===== src/design/ral_pkg.sv =====
// Shared constants and types for the RGB auto-level stretch unit.
`timescale 1ns / 1ps

package ral_pkg;

    // Default channel width and number of color channels per pixel
    localparam int CHANNEL_BITS_DEF = 8;
    localparam int LANES            = 3;

    // Input opcodes
    localparam logic OP_MEASURE = 1'b0;
    localparam logic OP_STRETCH = 1'b1;

    // How a channel result is formed at the end of the divider chain
    typedef enum logic [1:0] {
        MODE_DIV  = 2'b00,
        MODE_ZERO = 2'b01,
        MODE_FULL = 2'b10
    } mode_t;

endpackage


===== src/design/ral_stats.sv =====
// Running per-channel minimum and maximum registers for the measure pass.
`timescale 1ns / 1ps

module ral_stats #(
    parameter int CHANNEL_BITS = ral_pkg::CHANNEL_BITS_DEF
) (
    input  logic                                           clk,
    input  logic                                           rst_n,
    input  logic                                           upd,
    input  logic                                           clr,
    input  logic [ral_pkg::LANES-1:0][CHANNEL_BITS-1:0]    pix,
    output logic [ral_pkg::LANES-1:0][CHANNEL_BITS-1:0]    low,
    output logic [ral_pkg::LANES-1:0][CHANNEL_BITS-1:0]    high
);

    logic [ral_pkg::LANES-1:0][CHANNEL_BITS-1:0] low_reg;
    logic [ral_pkg::LANES-1:0][CHANNEL_BITS-1:0] low_next;
    logic [ral_pkg::LANES-1:0][CHANNEL_BITS-1:0] high_reg;
    logic [ral_pkg::LANES-1:0][CHANNEL_BITS-1:0] high_next;
    logic [ral_pkg::LANES-1:0][CHANNEL_BITS-1:0] base_lo;
    logic [ral_pkg::LANES-1:0][CHANNEL_BITS-1:0] base_hi;

    // Clear on frame start, then fold the pixel into each channel
    always_comb
    begin
        for (int i = 0; i < ral_pkg::LANES; i++)
        begin
            base_lo[i]   = clr ? {CHANNEL_BITS{1'b1}} : low_reg[i];
            base_hi[i]   = clr ? {CHANNEL_BITS{1'b0}} : high_reg[i];
            low_next[i]  = low_reg[i];
            high_next[i] = high_reg[i];
            if (upd)
            begin
                low_next[i]  = (pix[i] < base_lo[i]) ? pix[i] : base_lo[i];
                high_next[i] = (pix[i] > base_hi[i]) ? pix[i] : base_hi[i];
            end
        end
    end

    // Hold the statistics
    always_ff @(posedge clk or negedge rst_n)
    begin
        if (!rst_n)
        begin
            low_reg  <= {ral_pkg::LANES{{CHANNEL_BITS{1'b1}}}};
            high_reg <= {ral_pkg::LANES{{CHANNEL_BITS{1'b0}}}};
        end
        else
        begin
            low_reg  <= low_next;
            high_reg <= high_next;
        end
    end

    assign low  = low_reg;
    assign high = high_reg;

endmodule


===== src/design/ral_prep.sv =====
// Front end of one channel: classify the value and build the dividend and divisor.
`timescale 1ns / 1ps

module ral_prep #(
    parameter int CHANNEL_BITS = ral_pkg::CHANNEL_BITS_DEF
) (
    input  logic [CHANNEL_BITS-1:0] pix,
    input  logic [CHANNEL_BITS-1:0] low,
    input  logic [CHANNEL_BITS-1:0] high,
    output logic [CHANNEL_BITS-1:0] rem,
    output logic [CHANNEL_BITS-1:0] dvd,
    output logic [CHANNEL_BITS-1:0] dsr,
    output ral_pkg::mode_t          mode
);

    logic [CHANNEL_BITS-1:0]   diff;
    logic [2*CHANNEL_BITS-1:0] num;

    // Flat channel or value at or below min gives zero; at or above max saturates
    always_comb
    begin
        if (high <= low || pix <= low)
            mode = ral_pkg::MODE_ZERO;
        else if (pix >= high)
            mode = ral_pkg::MODE_FULL;
        else
            mode = ral_pkg::MODE_DIV;
    end

    // Dividend is diff * (2^N - 1), formed as a shift and subtract
    assign diff = pix - low;
    assign dsr  = high - low;
    assign num  = {diff, {CHANNEL_BITS{1'b0}}} - {{CHANNEL_BITS{1'b0}}, diff};
    assign rem  = num[2*CHANNEL_BITS-1:CHANNEL_BITS];
    assign dvd  = num[CHANNEL_BITS-1:0];

endmodule


===== src/design/ral_cell.sv =====
// One restoring-division cell: produces one quotient bit and passes the rest on.
`timescale 1ns / 1ps

module ral_cell #(
    parameter int CHANNEL_BITS = ral_pkg::CHANNEL_BITS_DEF
) (
    input  logic                    clk,
    input  logic                    en,
    input  logic [CHANNEL_BITS-1:0] rem_in,
    input  logic [CHANNEL_BITS-1:0] dvd_in,
    input  logic [CHANNEL_BITS-1:0] dsr_in,
    input  logic [CHANNEL_BITS-1:0] quo_in,
    input  ral_pkg::mode_t          mode_in,
    output logic [CHANNEL_BITS-1:0] rem_out,
    output logic [CHANNEL_BITS-1:0] dvd_out,
    output logic [CHANNEL_BITS-1:0] dsr_out,
    output logic [CHANNEL_BITS-1:0] quo_out,
    output ral_pkg::mode_t          mode_out
);

    logic [CHANNEL_BITS:0]   trial;
    logic [CHANNEL_BITS:0]   diff;
    logic                    ge;
    logic [CHANNEL_BITS-1:0] rem_reg;
    logic [CHANNEL_BITS-1:0] rem_next;
    logic [CHANNEL_BITS-1:0] dvd_reg;
    logic [CHANNEL_BITS-1:0] dvd_next;
    logic [CHANNEL_BITS-1:0] dsr_reg;
    logic [CHANNEL_BITS-1:0] quo_reg;
    logic [CHANNEL_BITS-1:0] quo_next;
    ral_pkg::mode_t          mode_reg;

    // Shift in the next dividend bit and try a subtract
    assign trial    = {rem_in, dvd_in[CHANNEL_BITS-1]};
    assign diff     = trial - {1'b0, dsr_in};
    assign ge       = (trial >= {1'b0, dsr_in});
    assign rem_next = ge ? diff[CHANNEL_BITS-1:0] : trial[CHANNEL_BITS-1:0];
    assign dvd_next = {dvd_in[CHANNEL_BITS-2:0], 1'b0};
    assign quo_next = {quo_in[CHANNEL_BITS-2:0], ge};

    // Advance the word to the next cell
    always_ff @(posedge clk)
    begin
        if (en)
        begin
            rem_reg  <= rem_next;
            dvd_reg  <= dvd_next;
            dsr_reg  <= dsr_in;
            quo_reg  <= quo_next;
            mode_reg <= mode_in;
        end
    end

    assign rem_out  = rem_reg;
    assign dvd_out  = dvd_reg;
    assign dsr_out  = dsr_reg;
    assign quo_out  = quo_reg;
    assign mode_out = mode_reg;

endmodule


===== src/design/rgb_auto_level_stretch_unit.sv =====
// Top level of the RGB auto-level stretch unit.
//
// Input channel (in_valid / in_stall) carries one pixel word with an opcode.
// A measure word folds the pixel into per-channel min/max registers, clearing
// them first when frame_start is set; it produces no output word. A stretch
// word maps each channel to floor((v - min) * (2^N - 1) / (max - min)), with
// zero for a flat channel or a value at or below min and full scale for a
// value at or above max. Stretch results leave on the output channel
// (out_valid / out_stall) in the order their pixels came in.
// One word per clock is taken in both passes while the output is not stalled.
// A stretch word passes through one prep stage, then a row of CHANNEL_BITS
// divider cells, one quotient bit each. A stretch word reads the
// statistics left by every measure word accepted before it.
// Reset sets min to full scale, max to zero and empties the pipeline.
// When the receiver stalls, the last stage holds its word; earlier stages
// keep moving until they run into an occupied stage, and in_stall rises only
// once the first stage cannot move.
`timescale 1ns / 1ps

module rgb_auto_level_stretch_unit #(
    parameter int CHANNEL_BITS = ral_pkg::CHANNEL_BITS_DEF
) (
    input  logic                    clk,
    input  logic                    rst_n,
    input  logic                    in_valid,
    output logic                    in_stall,
    input  logic                    opcode,
    input  logic                    frame_start,
    input  logic [CHANNEL_BITS-1:0] red_in,
    input  logic [CHANNEL_BITS-1:0] green_in,
    input  logic [CHANNEL_BITS-1:0] blue_in,
    output logic                    out_valid,
    input  logic                    out_stall,
    output logic [CHANNEL_BITS-1:0] red_out,
    output logic [CHANNEL_BITS-1:0] green_out,
    output logic [CHANNEL_BITS-1:0] blue_out
);

    localparam int LANES  = ral_pkg::LANES;
    localparam int STAGES = CHANNEL_BITS + 1;

    logic                                 in_accept;
    logic                                 meas_upd;
    logic [LANES-1:0][CHANNEL_BITS-1:0]   pix;
    logic [LANES-1:0][CHANNEL_BITS-1:0]   stat_lo;
    logic [LANES-1:0][CHANNEL_BITS-1:0]   stat_hi;
    logic [LANES-1:0][CHANNEL_BITS-1:0]   res;

    logic [CHANNEL_BITS-1:0] prep_rem  [LANES];
    logic [CHANNEL_BITS-1:0] prep_dvd  [LANES];
    logic [CHANNEL_BITS-1:0] prep_dsr  [LANES];
    ral_pkg::mode_t          prep_mode [LANES];

    logic [CHANNEL_BITS-1:0] rem0_reg  [LANES];
    logic [CHANNEL_BITS-1:0] dvd0_reg  [LANES];
    logic [CHANNEL_BITS-1:0] dsr0_reg  [LANES];
    ral_pkg::mode_t          mode0_reg [LANES];

    logic [CHANNEL_BITS-1:0] rem_s  [STAGES][LANES];
    logic [CHANNEL_BITS-1:0] dvd_s  [STAGES][LANES];
    logic [CHANNEL_BITS-1:0] dsr_s  [STAGES][LANES];
    logic [CHANNEL_BITS-1:0] quo_s  [STAGES][LANES];
    ral_pkg::mode_t          mode_s [STAGES][LANES];

    logic [STAGES-1:0] vld_reg;
    logic [STAGES-1:0] vld_next;
    logic [STAGES-1:0] rdy;

    // Stage ready chain: a stage may load when it is empty or its word moves on
    assign rdy[STAGES-1] = !vld_reg[STAGES-1] || !out_stall;
    genvar k;
    generate
        for (k = 0; k < STAGES-1; k++)
        begin : g_rdy
            assign rdy[k] = !vld_reg[k] || rdy[k+1];
        end
    endgenerate

    assign in_stall  = !rdy[0];
    assign in_accept = in_valid && !in_stall;
    assign meas_upd  = in_accept && (opcode == ral_pkg::OP_MEASURE);
    assign pix       = {blue_in, green_in, red_in};

    // Min/max statistics
    ral_stats #(
        .CHANNEL_BITS (CHANNEL_BITS)
    ) u_stats (
        .clk   (clk),
        .rst_n (rst_n),
        .upd   (meas_upd),
        .clr   (frame_start),
        .pix   (pix),
        .low   (stat_lo),
        .high  (stat_hi)
    );

    // Advance valid bits along the chain
    always_comb
    begin
        vld_next = vld_reg;
        if (rdy[0])
            vld_next[0] = in_valid && (opcode == ral_pkg::OP_STRETCH);
        for (int i = 1; i < STAGES; i++)
        begin
            if (rdy[i])
                vld_next[i] = vld_reg[i-1];
        end
    end

    always_ff @(posedge clk or negedge rst_n)
    begin
        if (!rst_n)
            vld_reg <= '0;
        else
            vld_reg <= vld_next;
    end

    genvar l;
    generate
        for (l = 0; l < LANES; l++)
        begin : g_lane
            // Classify and set up the division
            ral_prep #(
                .CHANNEL_BITS (CHANNEL_BITS)
            ) u_prep (
                .pix  (pix[l]),
                .low  (stat_lo[l]),
                .high (stat_hi[l]),
                .rem  (prep_rem[l]),
                .dvd  (prep_dvd[l]),
                .dsr  (prep_dsr[l]),
                .mode (prep_mode[l])
            );

            // Hold the prep stage
            always_ff @(posedge clk)
            begin
                if (rdy[0])
                begin
                    rem0_reg[l]  <= prep_rem[l];
                    dvd0_reg[l]  <= prep_dvd[l];
                    dsr0_reg[l]  <= prep_dsr[l];
                    mode0_reg[l] <= prep_mode[l];
                end
            end

            assign rem_s[0][l]  = rem0_reg[l];
            assign dvd_s[0][l]  = dvd0_reg[l];
            assign dsr_s[0][l]  = dsr0_reg[l];
            assign quo_s[0][l]  = '0;
            assign mode_s[0][l] = mode0_reg[l];

            // Row of divider cells, one quotient bit per cell
            for (k = 0; k < CHANNEL_BITS; k++)
            begin : g_cell
                ral_cell #(
                    .CHANNEL_BITS (CHANNEL_BITS)
                ) u_cell (
                    .clk      (clk),
                    .en       (rdy[k+1]),
                    .rem_in   (rem_s[k][l]),
                    .dvd_in   (dvd_s[k][l]),
                    .dsr_in   (dsr_s[k][l]),
                    .quo_in   (quo_s[k][l]),
                    .mode_in  (mode_s[k][l]),
                    .rem_out  (rem_s[k+1][l]),
                    .dvd_out  (dvd_s[k+1][l]),
                    .dsr_out  (dsr_s[k+1][l]),
                    .quo_out  (quo_s[k+1][l]),
                    .mode_out (mode_s[k+1][l])
                );
            end

            // Pick quotient, zero or full scale
            always_comb
            begin
                case (mode_s[STAGES-1][l])
                    ral_pkg::MODE_DIV:  res[l] = quo_s[STAGES-1][l];
                    ral_pkg::MODE_FULL: res[l] = {CHANNEL_BITS{1'b1}};
                    default:            res[l] = {CHANNEL_BITS{1'b0}};
                endcase
            end
        end
    endgenerate

    assign out_valid = vld_reg[STAGES-1];
    assign red_out   = res[0];
    assign green_out = res[1];
    assign blue_out  = res[2];

endmodule


===== config.mk =====
export PLATFORM = sky130hd
export DESIGN_NAME = rgb_auto_level_stretch_unit
export DESIGN_NICKNAME = d
export VERILOG_FILES = /design/src/design/ral_pkg.sv /design/src/design/ral_stats.sv /design/src/design/ral_prep.sv /design/src/design/ral_cell.sv /design/src/design/rgb_auto_level_stretch_unit.sv
export SDC_FILE = /design/constraint.sdc
export NUM_CORES = 1
export LEC_CHECK = 0
export BUFFER_PORTS_ARGS = -buffer_cell sky130_fd_sc_hd__buf_2
export CAP_MARGIN = 40
export CORE_MARGIN = 1.5
export CORE_UTILIZATION = 30
export CTS_BUF_LIST = sky130_fd_sc_hd__clkbuf_16
export DETAILED_ROUTE_END_ITERATION = 6
export HOLD_SLACK_MARGIN = 0.06
export PLACE_DENSITY = 0.41
export SLEW_MARGIN = 20
export SYNTH_ARGS = -nofsm -noshare
export SYNTH_HDL_FRONTEND = slang
export SYNTH_SLANG_ARGS = --single-unit

===== constraint.sdc =====
create_clock -name clk -period 6.6 [get_ports clk]
set_clock_uncertainty 0.05 [all_clocks]
set_input_delay 0.33 -clock clk [delete_from_list [all_inputs] [get_ports clk]]
set_output_delay 0.33 -clock clk [all_outputs]
set_load 0.1 [all_outputs]

Word-level counts from Yosys, hierarchy flattened. Memory sizes are Yosys's and may differ from the RTL's. A register that Yosys moved wholly into a read port is not among the register bits. Index checks and enable logic that the tools add are counted.

Output and inout bits: 26. RAM bits: 78. Register bits: 627. Memories: 4. Input port bits: 30. Word-level logic and storage cells: 273.

Bitwise gates (word level): 1. Magnitude comparators: 39. Mux-type cells: 44. Add/subtract/negate cells: 30. Reductions and logical operators: 29. Equal/unequal tests: 3.

Memories: dsr0_reg (depth 3, width 8, read ports 3, clocked after memory_dff 0, write ports 3, line rgb_auto_level_stretch_unit.sv:56) `logic [CHANNEL_BITS-1:0] dsr0_reg [LANES];`; dvd0_reg (depth 3, width 8, read ports 3, clocked after memory_dff 0, write ports 3, line rgb_auto_level_stretch_unit.sv:55) `logic [CHANNEL_BITS-1:0] dvd0_reg [LANES];`; rem0_reg (depth 3, width 8, read ports 3, clocked after memory_dff 0, write ports 3, line rgb_auto_level_stretch_unit.sv:54) `logic [CHANNEL_BITS-1:0] rem0_reg [LANES];`; mode0_reg (depth 3, width 2, read ports 3, clocked after memory_dff 3, write ports 3, line rgb_auto_level_stretch_unit.sv:57) `ral_pkg::mode_t mode0_reg [LANES];`.

Operators by type and width (number): $mux W8 (33); $ge A9 B8 Y1 (24); $sub A8 B8 Y8 (27); $le A8 B8 Y1 (6); $pmux W8 S2 (3); $sub A16 B8 Y16 (3); $ge A8 B8 Y1 (3); $gt A8 B8 Y1 (3); $lt A8 B8 Y1 (3); $logic_or A1 B1 Y1 (12); $mux W2 (6); $logic_not A1 Y1 (11); $eq A2 B2 Y1 const B (3); $logic_not A2 Y1 (3); $logic_and A1 B1 Y1 (3); $mux W1 (2); $not A1 Y1 (1).

Depth between registers and ports, before layout. Gate-level depths: netlist of run 1.

Depth after elaboration: 12. Mapped depth: 12. Depth with buffers taken out: 10.

Hierarchy. A second synthesis of run 1 with hierarchy kept.

Cell total of the unflattened synthesis: 3443. Area, all modules: 46802.4 um2.

Modules (own cells, without submodules): ral_cell at g_lane[0].g_cell[0].u_cell ... (times used 13, seq. area each 991.0 um2, area each 1541.5 um2, cells each 101); ral_cell at g_lane[1].g_cell[3].u_cell ... (times used 10, seq. area each 991.0 um2, area each 1522.7 um2, cells each 104); ral_prep (times used 3, seq. area each 0.0 um2, area each 1253.7 um2, cells each 172); ral_stats (times used 1, seq. area each 1231.2 um2, area each 3273.1 um2, cells each 301); rgb_auto_level_stretch_unit (times used 1, seq. area each 2567.5 um2, area each 2971.6 um2, cells each 169); ral_cell at g_lane[2].g_cell[5].u_cell (times used 1, seq. area each 991.0 um2, area each 1530.2 um2, cells each 104).

Worst setup path after synthesis of run 1. No wires, ideal clock.

Path kind: flip-flop to output port. Start point: reg vld_reg[8]. End point: out in_stall. Arrival: 5521 ps. Data required time: 6220 ps. Path slack: 699 ps. Stages on the path, launching flop included: 7. Cell sequence: dfrtp_1 > and3_1 > inv_1 > nor2_1 > and2_1 > nand4_2 > inv_1.

Cells in the longest elaborated chain, start to end: 11.

Ends and longest elaborated chain: start: declaration (line rgb_auto_level_stretch_unit.sv:65) `logic [STAGES-1:0] vld_reg;`; start signal: assignment (line rgb_auto_level_stretch_unit.sv:115) `vld_reg <= vld_next;`; $logic_not A1 Y1 (line rgb_auto_level_stretch_unit.sv:70) `assign rdy[STAGES-1] = !vld_reg[STAGES-1] || !out_stall;`; $logic_or A1 B1 Y1 (line rgb_auto_level_stretch_unit.sv:70); $logic_or A1 B1 Y1 (line rgb_auto_level_stretch_unit.sv:75) `assign rdy[k] = !vld_reg[k] || rdy[k+1];`; via g_lane[0].g_cell[6].u_cell.en (line ral_cell.sv:8) `input logic en,`; $logic_or A1 B1 Y1 (7 in a row) (line rgb_auto_level_stretch_unit.sv:75); $logic_not A1 Y1 (line rgb_auto_level_stretch_unit.sv:79) `assign in_stall = !rdy[0];`; end: declaration (line rgb_auto_level_stretch_unit.sv:26) `output logic in_stall,`.

The timed path passes the listed nets, and every way through them passes these cells.

Final worst setup path of run 1. Same ends and word-level chain as after synthesis.

==> metrics.yaml, run 1 <==
flow_run:
  drv_cap: 0
place:
  dpl.cell_count: 4483
  routabilityCongestion: 0.798
  portBuffers: 55
  dpl_cell_area_um2: 38600
  hpwl_um: 53200
detailed_routing:
  vias: 20972
  wl_um: 70500
  drc: 0
  avgRoutedWirePerCell_um: 15.1
  dr.pass1.iters: 5
  drt_iter0_markers: 881
  ant_nets: 0
  vias_per_cell: 4.50
global_route:
  grt-ovfl-total: 0
  grt_pass1_vias: 21916
  grt_antenna_before_repair: 0
  grt_pass1_wl_um: 114000
  grt.total_usage_pct: 11.5
  grt_max_degree: 61
synthesis:
  seq_area_frac_synth_pct: 58.2
  yosysWarnings: 0
  synthesis.nets: 3211
  synthArstFlopShare_pct: 8.02
  synth_edf_count: 654
  synth.cell_area_um2: 36200
  avgSynthCellArea_um2: 12.8
  syn_inst: 2836
  synth_ff_type: "edfxtp_1"
  yosysUniqueCellTypes: 66
  ys_seq_elements: 711
power_and_ir_drop:
  power.net_switching_mw: 8.13
  p_int_mw: 15.5
  clock_power_share_pct: 19.2
  pwr-share-seq_pct: 38.0
  combPwrFrac_pct: 42.8
  ir_worst_vdd_uv: 214
  powerDensity_nw_per_um2: 567
  p_total_mw: 23.6
  leakage_nw: 17.2
  sw_frac_of_total_pct: 34.4
clocking:
  cts-root-buf: "clkbuf_16"
  cts_buffers: 84
  cts.sinks: 711
  cts_tree: "yes"
  cts_max_path_buffers: 3
  clk_latency_ps: 640
  cts.repair.resized: 0
  ctsHtreeMaxLevel: 3
  clkTransAtPathRegs_ps: 50
setup_path:
  cp-start-kind: "register"
  cpPeakStageDelay_ps: 480
  crit_family: "buffers and inverters"
  crit_chain: "and3_1 -> clkinv_2 -> nor2_1 -> and2_1 -> nand4_4 -> buf_4 -> buf_16 -> inv_1 -> buf_2"
  cp-end-kind: "output pin"
  cp.arrival_ps: 3920
  worstPathRequired_ps: 6220
  regToRegSetupSlack_ps: 2890
  r2r_cells: 10
  crit_buf_inv: 5
  critPathKind: "reg2out"
  reg2reg_from: "vld_reg[8]$_DFFE_PN0P_"
  crit_slowest_cell: "clkinv_2"
  regToRegEndpoint: "u_stats.high[3]$_DFFE_PN0P_"
  worstPathMaxFanout: 58
  path_depth: 9
run_status:
  outcome: "complete, no violations"
timing:
  finalSetupViolCount: 0
  period_needed_ps: 4300
  report.final.hold_viol_count: 0
  tightest_slew_ps: 789
  tns_ps: 0
  rsz0062_at_grt: "false"
  maxSlewHeadroom_pct: 47.4
  max_freq_mhz: 233
  min_period_over_period_pct: 65.1
  drv_slew: 0
finish:
  final_core_util_pct: 34.8
  nNetsFinal: 3361
  final_area_um2: 41700
  drive_gt1_share_pct: 12.6
  syn_to_final_growth_pct: 15.0
  n_antenna_cell: 0
  stdcell_count: 4664
hold_path:
  whs_path_depth: 4
  whs_endpoint: "vld_reg[8]$_DFFE_PN0P_"
  min_path_type: "in2reg"
  holdCritStartpoint: "out_stall"
floorplan:
  start_util_pct: 30.2
  ioPinCount: 56
  die_h_um: 351
  rows: 127
  die_width_um: 351
  core-area_um2: 120000
  die_area_um2: 123000
routing by layer:
layer / GRT usage (%) / vias to the layer above / share of wire, %
met1: 14.8 / 9983 / 48
met2: 19.3 / 279 / 46
met5: 0 / - / 0
met3: 1.97 / 127 / 3.5
li1: - / 10583 / -
met4: 4.40 / 0 / 2.9
Yosys cell counts (all sizes together), types with 3 or more instances:
| master | n | area [µm²] |
|---|---|---|
| dfrtp | 33 | 826 |
| dfstp | 24 | 631 |
| o211ai | 4 | 30.0 |
| or4 | 3 | 33.8 |
| inv | 346 | 1300 |
| nor2 | 253 | 952 |
| buf | 22 | 108 |
| xor2 | 34 | 298 |
| nor2b | 41 | 257 |
| nor4 | 6 | 43.8 |
| nand2 | 95 | 357 |
| a211o | 6 | 52.6 |
| o21ai | 139 | 696 |
| fa | 27 | 541 |
| a211oi | 22 | 170 |
| o22ai | 22 | 138 |
| ha | 318 | 3980 |
| nand4 | 62 | 394 |
| or3 | 4 | 25.0 |
| mux2i | 58 | 581 |
| o21ba | 17 | 170 |
| nand3 | 12 | 60.1 |
| edfxtp | 654 | 19600 |
| or2 | 28 | 175 |
| a21oi | 98 | 502 |
| a22o | 24 | 210 |
| o22a | 24 | 210 |
| o31ai | 10 | 80.1 |
| a21o | 46 | 345 |
| xnor2 | 84 | 736 |
| o21bai | 3 | 22.5 |
| clkbuf | 13 | 48.8 |
| nor3 | 14 | 75.1 |
| nand2b | 62 | 393 |
| a21boi | 38 | 293 |
| mux2 | 97 | 1090 |
| and2 | 6 | 38.8 |
| o31a | 18 | 158 |
| and3 | 3 | 18.8 |
| o21a | 50 | 375 |
layout make-up:
class                      count  area, µm²
fill                       11618      78100
sequential                   711      21100
multi-input combinational   1744      13700
clock buffer                  88       2200
tap                         1612       2020
inverter                     346       1300
timing repair buffer          99        791
clock inverter                64        539
stage by stage:
step,hold WS [ps],setup WS [ps]
5_1_grt,248,1970
6_report,235,2300
2_1_floorplan,-15.6,699
3_3_place_gp,353,2680
3_5_place_dp,355,2790
4_1_cts,207,2200
kinds of logic after synthesis:
group           count (synthesis)  share of synthesized area [%]
flops                         711                           58.2
simple gates                  593                           7.88
mux                           155                           4.62
compound gates                533                           9.96
xor+xnor                      118                           2.85
buf+inv                       381                           4.02
fa+ha+maj                     345                           12.5
worst max-delay path by stage:
stage	startpoint	to	slack [ps]
after floorplan	vld_reg[8]$_DFFE_PN0P_	in_stall	700
after global placement	out_stall	u_stats.high[22]$_DFFE_PN0P_	2680
after detailed placement	out_stall	u_stats.high[3]$_DFFE_PN0P_	2790
after CTS	vld_reg[8]$_DFFE_PN0P_	in_stall	2200
after global routing	vld_reg[8]$_DFFE_PN0P_	in_stall	1970
final	vld_reg[8]$_DFFE_PN0P_	in_stall	2300
what timing repair did:
item	CTS	global route
hold buffers	27	0
hold endpoints to repair	82	0
buffers inserted	0	0
worst min-delay path, stage by stage:
cell and delay (ps):
buf_2 90, nand2_1 50, buf_4 280, nand2b_1 130
layout by cell type, fill, tap and decap left out, drive strengths merged, types with 34 or more instances in the layout:
cell | synthesis | routed
a21o | 46 | 46
nand2b | 62 | 62
nand2 | 95 | 95
nor2b | 41 | 41
nor2 | 253 | 253
clkbuf | 13 | 88
o21ai | 139 | 139
nand4 | 62 | 62
xnor2 | 84 | 84
buf | 22 | 72
a21oi | 98 | 98
xor2 | 34 | 34
o21a | 50 | 50
a21boi | 38 | 38
mux2 | 97 | 97
ha | 318 | 318
mux2i | 58 | 58
inv | 346 | 367
edfxtp | 654 | 654
power by group through the flow:
stage                     Combinational [mW]  Clock, mW  Sequential, mW
after global routing                    11.4       4.90            9.23
after CTS                               10.2       4.73            9.04
after global placement                  9.94          0            9.09
after floorplan                         8.15          0            8.53
final                                   10.1       4.54            8.98
after detailed placement                10.1          0            9.11
No activity file was read; power rests on OpenSTA's default activity.
==> inputs of run 2 (changes only) <==
clock period = 4.2 ns   (was 6.6 ns; I/O delays follow)
==> run 2 against run 1 <==
Non-clock buffer count grew 4; largest cell class unchanged; die area is the same; total power grew 56%.
==> metrics.yaml, run 2 (synthesis gave the netlist of run 1 again) <==
timing:
  rsz0062_at_grt: "false"
  period_needed_ps: 2990
  finalSetupViolCount: 0  # unchanged
  whs_ps: 176  # -59.5 ps
  min_period_over_period_pct: 71.2
  report.final.hold_viol_count: 0  # unchanged
  drv_slew: 0  # unchanged
  tightest_slew_ps: 736  # -54.0 ps
  maxSlewHeadroom_pct: 50.8  # +3.5 points
  max_freq_mhz: 334
flow_run:
  drv_cap: 0  # unchanged
finish:
  fillers: 11756  # +1.2%
  syn_to_final_growth_pct: 14.9
  nNetsFinal: 3365  # +0.12%
  drive_gt1_share_pct: 12.9  # +0.24 points
  final_common_cell: "edfxtp_1"
  final_area_um2: 41600  # -0.14%
  most-common-layout-cells: "654 x edfxtp_1, 360 x inv_1, 318 x ha_1"
  n_antenna_cell: 0  # unchanged
detailed_routing:
  vias_per_cell: 4.48  # -0.37%
  drt_iter0_markers: 904  # +2.6%
  ant_nets: 0  # unchanged
  drc: 0  # unchanged
  avgRoutedWirePerCell_um: 15.2  # +0.72%
  wl_um: 71100  # +0.85%
  vias: 20922  # -0.24%
  dr.pass1.iters: 5  # unchanged
global_route:
  grt.total_usage_pct: 11.7  # +0.20 points
  grt-ovfl-total: 0  # unchanged
  grt_pass1_vias: 22202  # +1.3%
  grt_antenna_before_repair: 0  # unchanged
  grt_max_degree: 58  # -4.9%
  grt_pass1_wl_um: 116000  # +1.4%
clocking:
  cts_tree: "yes"
  cts-root-buf: "clkbuf_16"
  cts.repair.resized: 0  # unchanged
  ctsHtreeMaxLevel: 3  # unchanged
  cts.sinks: 711  # unchanged
  clkTransAtPathRegs_ps: 60  # about the same
  cts_max_path_buffers: 3  # unchanged
  cts_buffers: 84  # unchanged
  clk_latency_ps: 630  # about the same
hold_path:
  min_path_type: "in2reg"
  whs_path_depth: 4  # unchanged
  whs_endpoint: "vld_reg[5]$_DFFE_PN0P_"
  holdCritStartpoint: "out_stall"
power_and_ir_drop:
  ir_worst_vdd_uv: 296  # +38%
  leakage_nw: 17.2  # -0.32%
  powerDensity_nw_per_um2: 885  # +56%
  power.net_switching_mw: 12.7  # +56%
  combPwrFrac_pct: 42.9  # about the same
  pwr-share-seq_pct: 38.2  # +0.2 points
  sw_frac_of_total_pct: 34.4  # about the same
  clock_power_share_pct: 18.8  # -0.4 points
  p_int_mw: 24.2  # +56%
setup_path:
  worstPathRequired_ps: 4510  # -1710 ps
  critPathKind: "reg2reg"
  reg2reg_from: "u_stats.low[12]$_DFFE_PN1P_"
  r2r_cells: 9  # -1
  worstPathMaxFanout: 7  # -88%
  regToRegEndpoint: "rem0_reg[0][12]$_DFFE_PN_"
  cp-end-kind: "register"
  cp-start-kind: "register"
  regToRegSetupSlack_ps: 1210  # -1680 ps
  cp.arrival_ps: 3300  # -620 ps
run_status:
  outcome: "complete, no violations"
floorplan:
  ioPinCount: 56  # unchanged
  core-area_um2: 120000  # unchanged
  rows: 127  # unchanged
  die_h_um: 351  # unchanged
  die_width_um: 351  # unchanged
  start_util_pct: 30.2  # unchanged
  die_area_um2: 123000  # unchanged
place:
  routabilityCongestion: 0.849  # +6.4%
  portBuffers: 55  # unchanged
  dpl_cell_area_um2: 38600  # about the same
  hpwl_um: 53400  # +0.47%
[run 2: changes by cell type in the layout (fill, tap and decap cells not counted), sizes merged]
| cell | change |
|---|---|
| clkinv | +5 |
| clkinvlp | +2 |
| dlygate4sd3 | +1 |
| inv | -2 |
| clkbuf | -1 |
| bufinv | -2 |
| buf | +3 |
[run 2: area by class of cell]
class | count | area (µm²) | share of cell area [%]
repair buffers | 103 | 776 | 1.86
well taps | 1612 | 2020 | 4.85
clock inverters | 67 | 469 | 1.13
multi-input cells | 1744 | 13800 | 33.1
inverters | 346 | 1310 | 3.14
clock buffers | 87 | 2180 | 5.23
flip-flops and latches | 711 | 21100 | 50.7
[run 2: worst max path at each step]
stage                                                    start                                         endpoint  slack (ps)  depth (start not counted)
3_5_place_dp                                       green_in[0]                         rem0_reg[0][8]$_DFFE_PN_        1030                         11
6_report                           u_stats.low[12]$_DFFE_PN1P_                        rem0_reg[0][12]$_DFFE_PN_        1210                          9
3_3_place_gp                                       green_in[0]                         rem0_reg[0][8]$_DFFE_PN_        1110                         11
4_1_cts                             u_stats.low[8]$_DFFE_PN1P_                         rem0_reg[0][8]$_DFFE_PN_        1110                          9
5_1_grt        g_lane[2].g_cell[5].u_cell.dsr_out[1]$_DFFE_PP_  g_lane[2].g_cell[6].u_cell.rem_out[5]$_DFFE_PP_        1010                          9
2_1_floorplan                           vld_reg[8]$_DFFE_PN0P_                      u_stats.high[0]$_DFFE_PN0P_        -190                          8
[run 2: critical path: stages (launching register included)]
cell	delay [ps]
dfstp_2	540
inv_1	70
ha_1	410
nand2_1	140
a211o_1	280
a21oi_1	240
xor2_1	200
or2_1	330
a2111oi_4	350
o21ai_1	120
[run 2: through the flow]
| stage | power (mW) | utilization, % | setup TNS (ps) | std cells | setup WS [ps] |
|---|---|---|---|---|---|
| global route | 40.0 | 34.7 | 0 | 4670 | 1010 |
| detailed placement | 30.2 | 32.2 | 0 | 4484 | 1030 |
| CTS | 37.5 | 34.7 | 0 | 4665 | 1110 |
| global placement | 29.9 | 32.2 | 0 | 4483 | 1110 |
| floorplan | 26.2 | - | -8950 | 2836 | -187 |
| finish | 36.8 | 34.7 | 0 | 4670 | 1210 |
[run 2: power groups by stage]
stage | registers (mW) | logic [mW] | clock network, mW
global placement | 14.3 | 15.6 | 0
finish | 14.1 | 15.8 | 6.94
CTS | 14.2 | 16.0 | 7.26
global route | 14.5 | 18.0 | 7.51
detailed placement | 14.3 | 15.9 | 0
floorplan | 13.4 | 12.8 | 0
[run 2: layer usage]
metal	vias to the layer above	track usage [%]	wire (µm)
li1	10606	-	-
met5	-	0	0
met2	293	19.8	33100
met1	9902	14.7	33600
met3	121	1.94	2250
met4	0	5.00	2250
[run 2: repair_timing]
action / in CTS / in global routing
setup buffers: 0 / 0
hold endpoints to repair: 82 / 8
hold buffers: 27 / 1
==> inputs of run 3 (changes only) <==
PLACE_DENSITY = 0.43   (was 0.41)
clock period = 2.5 ns   (was 4.2 ns; I/O delays follow)
==> run 3 against run 2 <==
The flow now finishes with violations (setup timing); count of clock-buffer cells in the layout down 6; final area is 8.7% higher; global-route usage grew 0.34 points; worst setup slack worse by 1300 ps; critical path type unchanged; critical endpoint is now rem0_reg[0][9]$_DFFE_PN_; largest cell class unchanged.
==> metrics.yaml, run 3 (synthesis gave the netlist of run 1 again) <==
hold_path:
  whs_path_depth: 5  # +1
  min_path_type: "in2reg"
place:
  pre_cts_slack_ps: -408  # -1440 ps
  routabilityCongestion: 0.852  # +0.29%
  dpl.cell_count: 4706  # +5.0%
  hpwl_um: 54300  # +1.7%
  portBuffers: 55  # unchanged
setup_path:
  critPathKind: "reg2reg"
  cp-end-kind: "register"
  worstPathMaxFanout: 5  # -2
  cp.arrival_ps: 2910  # -390 ps
  worstPathRequired_ps: 2810  # -1700 ps
  r2r_cells: 9  # unchanged
  cp-start-kind: "register"
finish:
  fillers: 11449  # -2.6%
  most-common-layout-cells: "654 x edfxtp_1, 339 x inv_1, 291 x ha_1"
  final_common_cell: "edfxtp_1"
  drive_gt1_share_pct: 25.9  # +13 points
  syn_to_final_growth_pct: 24.9
  nNetsFinal: 3649  # +8.4%
  n_antenna_cell: 0  # unchanged
  stdcell_count: 4949  # +6.0%
timing:
  period_needed_ps: 2600  # -393 ps
  fin_ws_ps: -96.7  # -1310 ps
  max_freq_mhz: 385  # +15%
  min_period_over_period_pct: 104  # +33 points
  rsz0062_at_grt: "true"
  tightest_slew_ps: 525  # -211 ps
  whs_ps: 169  # -6.16 ps
  finalSetupViolCount: 14  # +14
  maxSlewHeadroom_pct: 64.7  # +14 points
  report.final.hold_viol_count: 0  # unchanged
  drv_slew: 0  # unchanged
global_route:
  grt.total_usage_pct: 12.0  # +0.34 points
  grt_max_degree: 80  # +38%
  grt_antenna_before_repair: 0  # unchanged
  grt-ovfl-total: 0  # unchanged
  grt_pass1_vias: 23429  # +5.5%
  grt_pass1_wl_um: 120000  # +3.3%
clocking:
  cts_buffers: 81  # -3.6%
  cts_tree: "yes"
  cts_max_path_buffers: 3  # unchanged
  clk_latency_ps: 640  # about the same
  ctsHtreeMaxLevel: 3  # unchanged
  clkTransAtPathRegs_ps: 60  # about the same
  cts-root-buf: "clkbuf_16"
  cts.sinks: 711  # unchanged
floorplan:
  die_width_um: 351  # unchanged
  rows: 127  # unchanged
  core-area_um2: 120000  # unchanged
  die_area_um2: 123000  # unchanged
  die_h_um: 351  # unchanged
  ioPinCount: 56  # unchanged
  start_util_pct: 30.2  # unchanged
detailed_routing:
  ant_nets: 0  # unchanged
  dr.pass1.iters: 5  # unchanged
  vias: 22110  # +5.7%
  drt_iter0_markers: 762  # -16%
  avgRoutedWirePerCell_um: 14.9  # -1.9%
  vias_per_cell: 4.47  # -0.28%
  drc: 0  # unchanged
  wl_um: 74000  # +4.0%
run_status:
  violations: "setup timing"
  outcome: "complete, but fails checks"
power_and_ir_drop:
  powerDensity_nw_per_um2: 1520  # +72%
  ir_worst_vdd_uv: 558  # +88%
  leakage_nw: 19.0  # +11%
flow_run:
  drv_cap: 0  # unchanged
-- run 3: layout make-up --
type | instances | area (µm²) | share of cell area, %
clock buffer | 81 | 2030 | 4.48
clock inverter | 65 | 644 | 1.42
inverter | 346 | 1320 | 2.91
multi-input combinational | 1744 | 15100 | 33.3
sequential | 711 | 21100 | 46.6
tap | 1612 | 2020 | 4.46
timing repair buffer | 390 | 3100 | 6.85
-- run 3: worst paths after layout --
check                                                                 start                                                to  slack, ps
setup reg to reg                                 u_stats.low[8]$_DFFE_PN1P_                          rem0_reg[0][9]$_DFFE_PN_       -100
setup / recovery                                 u_stats.low[8]$_DFFE_PN1P_                          rem0_reg[0][9]$_DFFE_PN_       -100
max in group asynchronous                                             rst_n                            vld_reg[8]$_DFFE_PN0P_       1220
hold reg to reg            g_lane[0].g_cell[2].u_cell.mode_out[1]$_DFFE_PP_  g_lane[0].g_cell[3].u_cell.mode_out[1]$_DFFE_PP_        350
min in group asynchronous                                             rst_n                        u_stats.low[3]$_DFFE_PN1P_        590
hold / removal                                                     in_valid                       u_stats.high[8]$_DFFE_PN0P_        170
-- run 3: metrics by stage --
stage	utilization (%)	total power, mW	setup TNS [ps]	cell area, µm²
CTS	37.0	67.4	-697	44300
floorplan	-	44.6	-730120	36600
global placement	34.0	53.5	-3130	40700
global route	37.8	74.4	-2650	45300
finish	37.8	69.0	-475	45300
detailed placement	34.0	54.2	-6110	40700
-- run 3: timing repair --
item	4_1_cts	5_1_grt
endpoints found under the hold margin	88	0
gates cloned	2	0
hold buffers	30	0
setup endpoints to repair	122	164
resized for setup	86	188
buffers inserted	32	36
pin swaps	46	102
-- run 3: worst max-delay path: stages (launching register included) --
cell and delay [ps]:
dfstp_2 380, ha_4 160, fa_2 380, nand2b_4 180
a21boi_4 200, nor2_2 70, xnor2_2 130, or4_4 480
o31ai_4 200, xor2_1 90
-- run 3: per-layer routing --
layer / vias to the layer above / share of wire [%] / global-route usage (%)
li1: 11149 / - / -
met1: 10520 / 45 / 15.1
met2: 288 / 48 / 20.7
met3: 153 / 3.1 / 1.86
met4: 0 / 3.3 / 4.96
met5: - / 0 / 0
-- run 3: power by group --
| group | leakage, nW | switching, mW | internal [mW] |
|---|---|---|---|
| logic | 10.2 | 15.8 | 17.7 |
| registers | 7.46 | 2.67 | 20.9 |
| clock network | 1.35 | 4.82 | 7.07 |
| total | 19.0 | 23.3 | 45.7 |
